<file path="src/sv/ucal_pkg.sv">
// ----------------------------------------------------------------------------
// ucal_pkg
// Shared types, constants and table functions for the epoch to calendar
// converter.
// ----------------------------------------------------------------------------
package ucal_pkg;

  localparam int unsigned EPOCH_W = 32;
  localparam int unsigned PROD_W  = 2 * EPOCH_W;
  localparam int unsigned OPND_W  = 16;
  localparam int unsigned SUBT_W  = 9;
  localparam int unsigned REM_W   = 6;

  typedef logic [EPOCH_W-1:0] epoch_t;
  typedef logic [OPND_W-1:0] opnd_t;
  typedef logic [SUBT_W-1:0] subt_t;
  typedef logic [11:0]       year_t;
  typedef logic [3:0]        month_t;
  typedef logic [1:0]        div_idx_t;

  localparam year_t    BASE_YEAR    = 12'd1970;
  localparam year_t    CENTURY_YEAR = 12'd2100;
  localparam subt_t    DAYS_LEAP    = 9'd366;
  localparam subt_t    DAYS_COMMON  = 9'd365;
  localparam month_t   LAST_MONTH   = 4'd11;
  localparam epoch_t   WDAY_OFFSET  = 32'd4;

  localparam div_idx_t DIV_SEC  = 2'd0;
  localparam div_idx_t DIV_MIN  = 2'd1;
  localparam div_idx_t DIV_HOUR = 2'd2;
  localparam div_idx_t DIV_WDAY = 2'd3;

  // reciprocal shifts, exact over the input range of each pass
  localparam int unsigned SHIFT_60 = 37;
  localparam int unsigned SHIFT_24 = 36;
  localparam int unsigned SHIFT_7  = 34;

  // divisor of each division pass
  function automatic subt_t div_const(input div_idx_t idx);
    subt_t d;
    unique case (idx)
      DIV_SEC:  d = 9'd60;
      DIV_MIN:  d = 9'd60;
      DIV_HOUR: d = 9'd24;
      DIV_WDAY: d = 9'd7;
      default:  d = 9'd60;
    endcase
    return d;
  endfunction

  // rounded-up reciprocal of each divisor
  function automatic epoch_t div_magic(input div_idx_t idx);
    epoch_t m;
    unique case (idx)
      DIV_SEC:  m = 32'h8888_8889;
      DIV_MIN:  m = 32'h8888_8889;
      DIV_HOUR: m = 32'hAAAA_AAAB;
      DIV_WDAY: m = 32'h9249_2493;
      default:  m = 32'h8888_8889;
    endcase
    return m;
  endfunction

  // only non-leap century year between 1970 and 2106 is 2100
  function automatic logic is_leap(input year_t y);
    return (y[1:0] == 2'b00) && (y != CENTURY_YEAR);
  endfunction

  function automatic subt_t month_len(input month_t m, input logic leap);
    subt_t len;
    case (m) inside
      4'd1:                         len = leap ? 9'd29 : 9'd28;
      4'd3, 4'd5, 4'd8, 4'd10:      len = 9'd30;
      default:                      len = 9'd31;
    endcase
    return len;
  endfunction

endpackage

</file>
<file path="src/sv/ucal_cmpsub.sv">
// ----------------------------------------------------------------------------
// ucal_cmpsub
// Shared compare and subtract unit used by the year and month walks.
// ----------------------------------------------------------------------------
module ucal_cmpsub (
  input  ucal_pkg::opnd_t a,
  input  ucal_pkg::subt_t b,
  output logic            geq,
  output ucal_pkg::opnd_t diff
);
  import ucal_pkg::*;

  logic [OPND_W:0] wide;

  assign wide = {1'b0, a} - {{(OPND_W-SUBT_W+1){1'b0}}, b};
  assign geq  = ~wide[OPND_W];
  assign diff = wide[OPND_W-1:0];

endmodule

</file>
<file path="src/sv/unix_time_to_calendar.sv">
// ----------------------------------------------------------------------------
// unix_time_to_calendar
// Converts unsigned seconds since 1970-01-01 00:00:00 into second, minute,
// hour, weekday, year, month and day of month.
// ----------------------------------------------------------------------------
// sequence: four reciprocal-multiply divisions, each a multiply state then a
// quotient state, then a year walk and a month walk, one year or month per step
// one item at a time; the next item is taken the cycle after the result is
// loaded into the output register
// a result held by out_stall keeps the block busy; walks share one 16-bit unit
// synchronous active-low reset clears the sequencer and output valid
// ----------------------------------------------------------------------------
module unix_time_to_calendar (
  input  logic        clk,
  input  logic        rst_n,
  input  logic        in_valid,
  output logic        in_stall,
  input  logic [31:0] in_epoch_seconds,
  output logic        out_valid,
  input  logic        out_stall,
  output logic [5:0]  out_second,
  output logic [5:0]  out_minute,
  output logic [4:0]  out_hour,
  output logic [2:0]  out_weekday,
  output logic [11:0] out_year,
  output logic [3:0]  out_month,
  output logic [4:0]  out_day
);
  import ucal_pkg::*;

  typedef enum logic [4:0] {
    S_IDLE = 5'b00001,
    S_MUL  = 5'b00010,
    S_DIV  = 5'b00100,
    S_YEAR = 5'b01000,
    S_MON  = 5'b10000
  } state_t;

  state_t               state_r, state_nxt;
  logic [EPOCH_W-1:0]   q_r, q_nxt;
  logic [PROD_W-1:0]    prod_r, prod_nxt;
  div_idx_t             idx_r, idx_nxt;
  opnd_t                day_r, day_nxt;
  year_t                yr_r, yr_nxt;
  month_t               mon_r, mon_nxt;
  logic [5:0]           sec_r, sec_nxt;
  logic [5:0]           min_r, min_nxt;
  logic [4:0]           hr_r, hr_nxt;
  logic [2:0]           wday_r, wday_nxt;

  logic                 out_valid_r, out_valid_nxt;
  logic [5:0]           out_second_r, out_second_nxt;
  logic [5:0]           out_minute_r, out_minute_nxt;
  logic [4:0]           out_hour_r, out_hour_nxt;
  logic [2:0]           out_weekday_r, out_weekday_nxt;
  year_t                out_year_r, out_year_nxt;
  month_t               out_month_r, out_month_nxt;
  logic [4:0]           out_day_r, out_day_nxt;

  opnd_t                unit_a;
  subt_t                unit_b;
  logic                 unit_geq;
  opnd_t                unit_diff;

  subt_t                div_sel;
  epoch_t               magic;
  logic [EPOCH_W-1:0]   quo;
  logic [2*REM_W-1:0]   back_mul;
  logic [REM_W-1:0]     rem_step;
  logic                 leap;
  logic                 mon_done;
  logic                 out_free;

  ucal_cmpsub u_cmpsub (
    .a    (unit_a),
    .b    (unit_b),
    .geq  (unit_geq),
    .diff (unit_diff)
  );

  assign leap     = is_leap(yr_r);
  assign div_sel  = div_const(idx_r);
  assign magic    = div_magic(idx_r);
  assign back_mul = {{REM_W{1'b0}}, quo[REM_W-1:0]} * {{REM_W{1'b0}}, div_sel[REM_W-1:0]};
  assign rem_step = q_r[REM_W-1:0] - back_mul[REM_W-1:0];
  assign mon_done = (mon_r == LAST_MONTH) || !unit_geq;
  assign out_free = !out_valid_r || !out_stall;
  assign unit_a   = day_r;

  // quotient from the registered reciprocal product
  always_comb begin
    unique case (idx_r)
      DIV_SEC:  quo = EPOCH_W'(prod_r >> SHIFT_60);
      DIV_MIN:  quo = EPOCH_W'(prod_r >> SHIFT_60);
      DIV_HOUR: quo = EPOCH_W'(prod_r >> SHIFT_24);
      DIV_WDAY: quo = EPOCH_W'(prod_r >> SHIFT_7);
      default:  quo = EPOCH_W'(prod_r >> SHIFT_60);
    endcase
  end

  // operand select for the shared unit
  always_comb begin
    unique case (state_r)
      S_YEAR:  unit_b = leap ? DAYS_LEAP : DAYS_COMMON;
      S_MON:   unit_b = month_len(mon_r, leap);
      default: unit_b = DAYS_COMMON;
    endcase
  end

  always_comb begin
    state_nxt       = state_r;
    q_nxt           = q_r;
    prod_nxt        = prod_r;
    idx_nxt         = idx_r;
    day_nxt         = day_r;
    yr_nxt          = yr_r;
    mon_nxt         = mon_r;
    sec_nxt         = sec_r;
    min_nxt         = min_r;
    hr_nxt          = hr_r;
    wday_nxt        = wday_r;
    out_valid_nxt   = out_valid_r && out_stall;
    out_second_nxt  = out_second_r;
    out_minute_nxt  = out_minute_r;
    out_hour_nxt    = out_hour_r;
    out_weekday_nxt = out_weekday_r;
    out_year_nxt    = out_year_r;
    out_month_nxt   = out_month_r;
    out_day_nxt     = out_day_r;

    unique case (state_r)
      S_IDLE: begin
        if (in_valid) begin
          q_nxt     = in_epoch_seconds;
          idx_nxt   = DIV_SEC;
          state_nxt = S_MUL;
        end
      end
      S_MUL: begin
        prod_nxt  = {{EPOCH_W{1'b0}}, q_r} * {{EPOCH_W{1'b0}}, magic};
        state_nxt = S_DIV;
      end
      S_DIV: begin
        q_nxt     = quo;
        idx_nxt   = idx_r + 1'b1;
        state_nxt = S_MUL;
        unique case (idx_r)
          DIV_SEC: begin
            sec_nxt = rem_step;
          end
          DIV_MIN: begin
            min_nxt = rem_step;
          end
          DIV_HOUR: begin
            // day count below 2^16
            hr_nxt  = rem_step[4:0];
            day_nxt = quo[OPND_W-1:0];
            q_nxt   = quo + WDAY_OFFSET;
          end
          DIV_WDAY: begin
            wday_nxt  = rem_step[2:0] + 3'd1;
            yr_nxt    = BASE_YEAR;
            state_nxt = S_YEAR;
          end
          default: begin
            state_nxt = S_IDLE;
          end
        endcase
      end
      S_YEAR: begin
        if (unit_geq) begin
          day_nxt = unit_diff;
          yr_nxt  = yr_r + 1'b1;
        end else begin
          mon_nxt   = '0;
          state_nxt = S_MON;
        end
      end
      S_MON: begin
        if (!mon_done) begin
          day_nxt = unit_diff;
          mon_nxt = mon_r + 1'b1;
        end else if (out_free) begin
          out_valid_nxt   = 1'b1;
          out_second_nxt  = sec_r;
          out_minute_nxt  = min_r;
          out_hour_nxt    = hr_r;
          out_weekday_nxt = wday_r;
          out_year_nxt    = yr_r;
          out_month_nxt   = mon_r + 1'b1;
          out_day_nxt     = day_r[4:0] + 5'd1;
          state_nxt       = S_IDLE;
        end
      end
      default: begin
        state_nxt = S_IDLE;
      end
    endcase
  end

  always_ff @(posedge clk) begin
    if (!rst_n) begin
      state_r     <= S_IDLE;
      out_valid_r <= 1'b0;
    end else begin
      state_r     <= state_nxt;
      out_valid_r <= out_valid_nxt;
    end
  end

  always_ff @(posedge clk) begin
    q_r           <= q_nxt;
    prod_r        <= prod_nxt;
    idx_r         <= idx_nxt;
    day_r         <= day_nxt;
    yr_r          <= yr_nxt;
    mon_r         <= mon_nxt;
    sec_r         <= sec_nxt;
    min_r         <= min_nxt;
    hr_r          <= hr_nxt;
    wday_r        <= wday_nxt;
    out_second_r  <= out_second_nxt;
    out_minute_r  <= out_minute_nxt;
    out_hour_r    <= out_hour_nxt;
    out_weekday_r <= out_weekday_nxt;
    out_year_r    <= out_year_nxt;
    out_month_r   <= out_month_nxt;
    out_day_r     <= out_day_nxt;
  end

  assign in_stall    = (state_r != S_IDLE);
  assign out_valid   = out_valid_r;
  assign out_second  = out_second_r;
  assign out_minute  = out_minute_r;
  assign out_hour    = out_hour_r;
  assign out_weekday = out_weekday_r;
  assign out_year    = out_year_r;
  assign out_month   = out_month_r;
  assign out_day     = out_day_r;

  a_rem_below_divisor: assert property (@(posedge clk) disable iff (!rst_n)
    (state_r == S_DIV) |-> ({3'b000, rem_step} < div_sel))
    else $error("division remainder not below divisor");

  a_year_in_range: assert property (@(posedge clk) disable iff (!rst_n)
    (state_r == S_YEAR) |-> (yr_r <= 12'd2106))
    else $error("year walk past 2106");

  a_result_from_month_walk: assert property (@(posedge clk) disable iff (!rst_n)
    $rose(out_valid_r) |-> $past(state_r == S_MON))
    else $error("result loaded outside month walk");

  a_month_day_in_range: assert property (@(posedge clk) disable iff (!rst_n)
    (state_r == S_MON) |-> (day_r < 16'd31 || !mon_done || (mon_r != LAST_MONTH) ||
                            !unit_geq))
    else $error("day of month out of range");

endmodule
</file>
<file path="config.mk">
export PLATFORM = sky130hd
export DESIGN_NAME = unix_time_to_calendar
export DESIGN_NICKNAME = d
export VERILOG_FILES = /design/src/sv/ucal_pkg.sv /design/src/sv/ucal_cmpsub.sv /design/src/sv/unix_time_to_calendar.sv
export SDC_FILE = /design/constraint.sdc
export NUM_CORES = 2
export LEC_CHECK = 0
export BUFFER_PORTS_ARGS = -buffer_cell sky130_fd_sc_hd__buf_2
export CORE_MARGIN = 2
export CORE_UTILIZATION = 45
export CTS_CLUSTER_SIZE = 30
export DETAILED_ROUTE_END_ITERATION = 7
export SETUP_SLACK_MARGIN = 0.05
export SLEW_MARGIN = 10
export SYNTH_ARGS = -nofsm -noshare
export SYNTH_HDL_FRONTEND = slang
export SYNTH_SLANG_ARGS = --single-unit
</file>
<file path="constraint.sdc">
create_clock -name clk -period 13.56 [get_ports clk]
set_clock_uncertainty 0.15 [all_clocks]
set_input_delay 0 -clock clk [delete_from_list [all_inputs] [get_ports clk]]
set_output_delay 0 -clock clk [all_outputs]
set_load 0.03 [all_outputs]
</file>
==> PnR_summary.wiki <==
{| class="wikitable"
! Metric !! Value
|-
| Synth-to-Final Area Change || 7.95%
|-
| Die height || between 200 and 300 um
|-
| Count of nets after finishing || just under 4,000
|-
| WP data arrival || 9.70 ns
|-
| DR vias || approximately 20,000
|-
| Clock transition at the registers of the reported paths || 0.08 ns
|-
| Core Area || 0.0657 mm2
|-
| Number of antenna violations at the first check in global routing || 0
|-
| Finished Layout Cells || about 3,900
|-
| Minimum period implied by the final worst setup slack || 9.65 ns
|-
| Remaining global-route overflow || 0
|-
| Critical path's top delay family || adder cells
|-
| Path type of the worst setup path || reg -> reg
|-
| Nets in the synthesized netlist || just under 4,000
|-
| Total instance count after detailed placement || about 3,800
|-
| Max transition margin || 0.186
|-
| Max incr delay on CP || 0.77 ns
|-
| Number of top-level design ports || 79
|-
| Post-synthesis area per instance || just over 10 um2
|-
| Later-pin clock latency in the skew report || ~0.45 ns
|-
| Required time of the worst setup path || between 10 and 15 ns
|-
| Number of enable-type register cells in the synthesized netlist || 157
|-
| Number of filler instances in the final layout || between 6,000 and 7,000
|-
| Highest-delay cell along the critical path || ha_2
|-
| Number of levels the H-tree was split into || 4
|-
| Max cap viols || 0
|-
| Run status || complete, no violations
|-
| Yosys top cell area share || 0.373
|-
| Area used by multi-input combinational logic || 0.0221 mm2
|-
| Most frequent CP cell || fa_1
|-
| Ratio of routed vias to standard cells || between 5 and 6
|-
| Root buf cell || clkbuf_16
|-
| Diode count || 0
|-
| Buf/Inv on CP || 1
|-
| Area leader, netlist || fa_1
|-
| Endpoint type of the worst setup path || register
|-
| Number of flip-flops and latches in the synthesized netlist || 163
|-
| Violation count after the first detailed-routing iteration || 1,453
|-
| Weighted congestion reported at the end of routability-driven placement || ~1.1
|-
| Final Hold Vio Count || 0
|-
| First-pass detailed-route iteration total || 5
|-
| Fin Setup TNS || 0 ns
|-
| Global-route wire length before repair || 132,000 um
|-
| Largest net degree at the start of global routing || 76
|-
| Top fanout value on the critical path || 36
|-
| Final period util || 0.712
|-
| Max-slew violation count || 0
|-
| Top cells by area, synth || fa_1 (37%), ha_1 (17%), edfxtp_1 (16%), inv_1 (9.6%), xnor2_1 (2.4%)
|-
| Via count of the first global-routing pass || 22,000
|-
| WL final || around 86,000 um
|-
| Final HPWL DP || just under 80,000 um
|-
| Number of DRC violations after detailed routing || 0
|-
| # setup viols final || 0
|-
| Flip-flop cell with the highest count after synthesis || edfxtp_1
|-
| Ratio of cells with drive above 1 in the final layout || 0.0571
|-
| Startpoint kind of the worst setup timing path || register
|-
| Cell Rows || 94
|-
| Peak Freq || 104 MHz
|-
| Avg WL per Cell || 22.2 um
|-
| Area occupied by registers || roughly 0.0048 mm2
|-
| HP Class || in -> reg
|-
| Yosys cell types || 81
|-
| Setup repair after global routing missed its margin || no
|-
| Worst Max-Slew Pin Slew || 1.22 ns
|-
| Number of cells upsized or downsized after cts || 0
|-
| Post-CTS setup buffer count || 0
|-
| Gate count after technology mapping || 2,880
|-
| IO Port Bufs || 78
|-
| Share of flip-flops with an asynchronous set or reset after synthesis || 0
|-
| Hold-fix buffer count after cts || 35
|-
| Worst hold margin || around 0.21 ns
|-
| Bufs on Longest Clock Path || 2
|-
| Die ar. || 0.0686 mm2
|-
| Clock tree from TritonCTS || yes
|-
| Syn Std Cell Area || 0.0299 mm2
|-
| Combined global-route utilization of all metal layers || 0.260
|-
| Cell-by-cell listing of the critical path || ha_2, buf_4, or2_1, nand2_1, xnor2_1, ha_1, a21o_1, fa_1, fa_1, fa_1, fa_1, fa_1, fa_1, ha_1, nand2_1, nor3_1, nand3_1, o21ai_0, nor4b_4, a2111oi_2, o21ai_1, a211oi_2, mux2i_1, nand2_1
|-
| Part of the Yosys area used for sequential elements || 0.162
|-
| CTS buffer count || 17
|-
| Total of warnings raised by yosys || 0
|-
| Initial standard-cell utilization of the core || 0.455
|-
| DRT antenna net count || 0
|-
| Clock sink total || 163
|-
| Width of the chip || 262 um
|}
## worst paths after layout
| check | start | endpoint | slack, ns | cells after the start |
|---|---|---|---|---|
| setup / recovery | idx_r[0] | prod_r[62] | 3.91 | 24 |
| hold / removal | in_epoch_seconds[17] | q_r[17] | 0.21 | 4 |
| setup reg to reg | idx_r[0] | prod_r[62] | 3.91 | 24 |
| hold reg to reg | hr_r[2] | out_hour[2] | 0.27 | 0 |
## tightest hold or removal path: cells and delay by family
kind | cells | cell delay [ns]
and+or+nand+nor | 1 | 0.03
buffers and inverters | 2 | 0.61
AOI/OAI and AO/OA | 1 | 0.05
## cell usage in the layout, fill, tap and decap left out, types with 7 or more instances in the layout
master	n
o21bai_1	9
o21ai_0	68
buf_4	10
a22o_1	8
or2_2	16
a21oi_1	83
dlygate4sd3_1	35
nor2_1	87
clkbuf_16	17
and3_1	13
a21o_1	52
nor3_1	17
ha_1	393
xor2_1	68
a22oi_1	18
nand3_1	35
a211oi_1	8
nor4_1	7
buf_2	78
edfxtp_1	157
and2_1	60
nand2b_1	21
fa_1	557
xnor2_1	82
nand4_1	19
inv_1	763
nand2_1	143
o21ai_1	7
o21a_1	8
nor2b_1	32
## metrics by stage
stage               utilization  setup WS [ns]  cell area, um2
floorplan                     -           4.74           29900
global placement          0.476           4.10           31300
detailed placement        0.476           4.00           31300
CTS                       0.491           3.95           32300
global route              0.491           3.28           32300
finish                    0.491           3.91           32300
## per-layer routing
| layer | vias to the layer above | share of wire | global-route usage |
|---|---|---|---|
| met3 | 139 | 0.039 | 0.0267 |
| met2 | 563 | 0.49 | 0.443 |
| met1 | 10300 | 0.42 | 0.342 |
| met5 | - | 0 | 0 |
| met4 | 0 | 0.045 | 0.100 |
| li1 | 9249 | - | - |
## cells in the mapped netlist, types with 7 or more instances
master	number
nand2b_1	21
inv_1	763
nand4_1	19
a22o_1	8
nand2_1	143
o21bai_1	9
nor4_1	7
a211oi_1	10
edfxtp_1	157
xor2_1	68
or2_2	16
clkbuf_1	31
o21a_1	8
ha_1	395
nor2_1	88
a21oi_1	85
a22oi_1	18
o21ai_1	7
and3_1	13
o21ai_0	68
nand3_1	35
nor3_1	17
and2_1	60
nor2b_1	32
a21o_1	52
xnor2_1	82
fa_1	557
## registers in the layout, summed over array words and instances, names as in the netlist, 6 cells and up
register,count
q_r,32
prod_r,30
day_r,16
out_year,12
yr_r,12
min_r,6
out_minute,6
out_second,6
sec_r,6
## area by class of cell
type	count	share of cell area
well taps	864	0.0335
repair buffers	124	0.0261
inverters	763	0.0887
flip-flops and latches	163	0.150
clock inverters	15	0.00577
multi-input cells	1911	0.683
clock buffers	17	0.0132
## kinds of logic after synthesis
| logic type | Yosys count | synth area share |
|---|---|---|
| fa+ha+maj | 952 | 0.538 |
| buf+inv | 806 | 0.103 |
| simple gates | 482 | 0.0819 |
| compound gates | 321 | 0.0701 |
| flops | 163 | 0.162 |
| xor+xnor | 150 | 0.0439 |
| mux | 6 | 0.00209 |
Power is left out: the tool's default activity adds up to more than one toggle a clock period on the data nets, which glitch-free logic cannot reach.
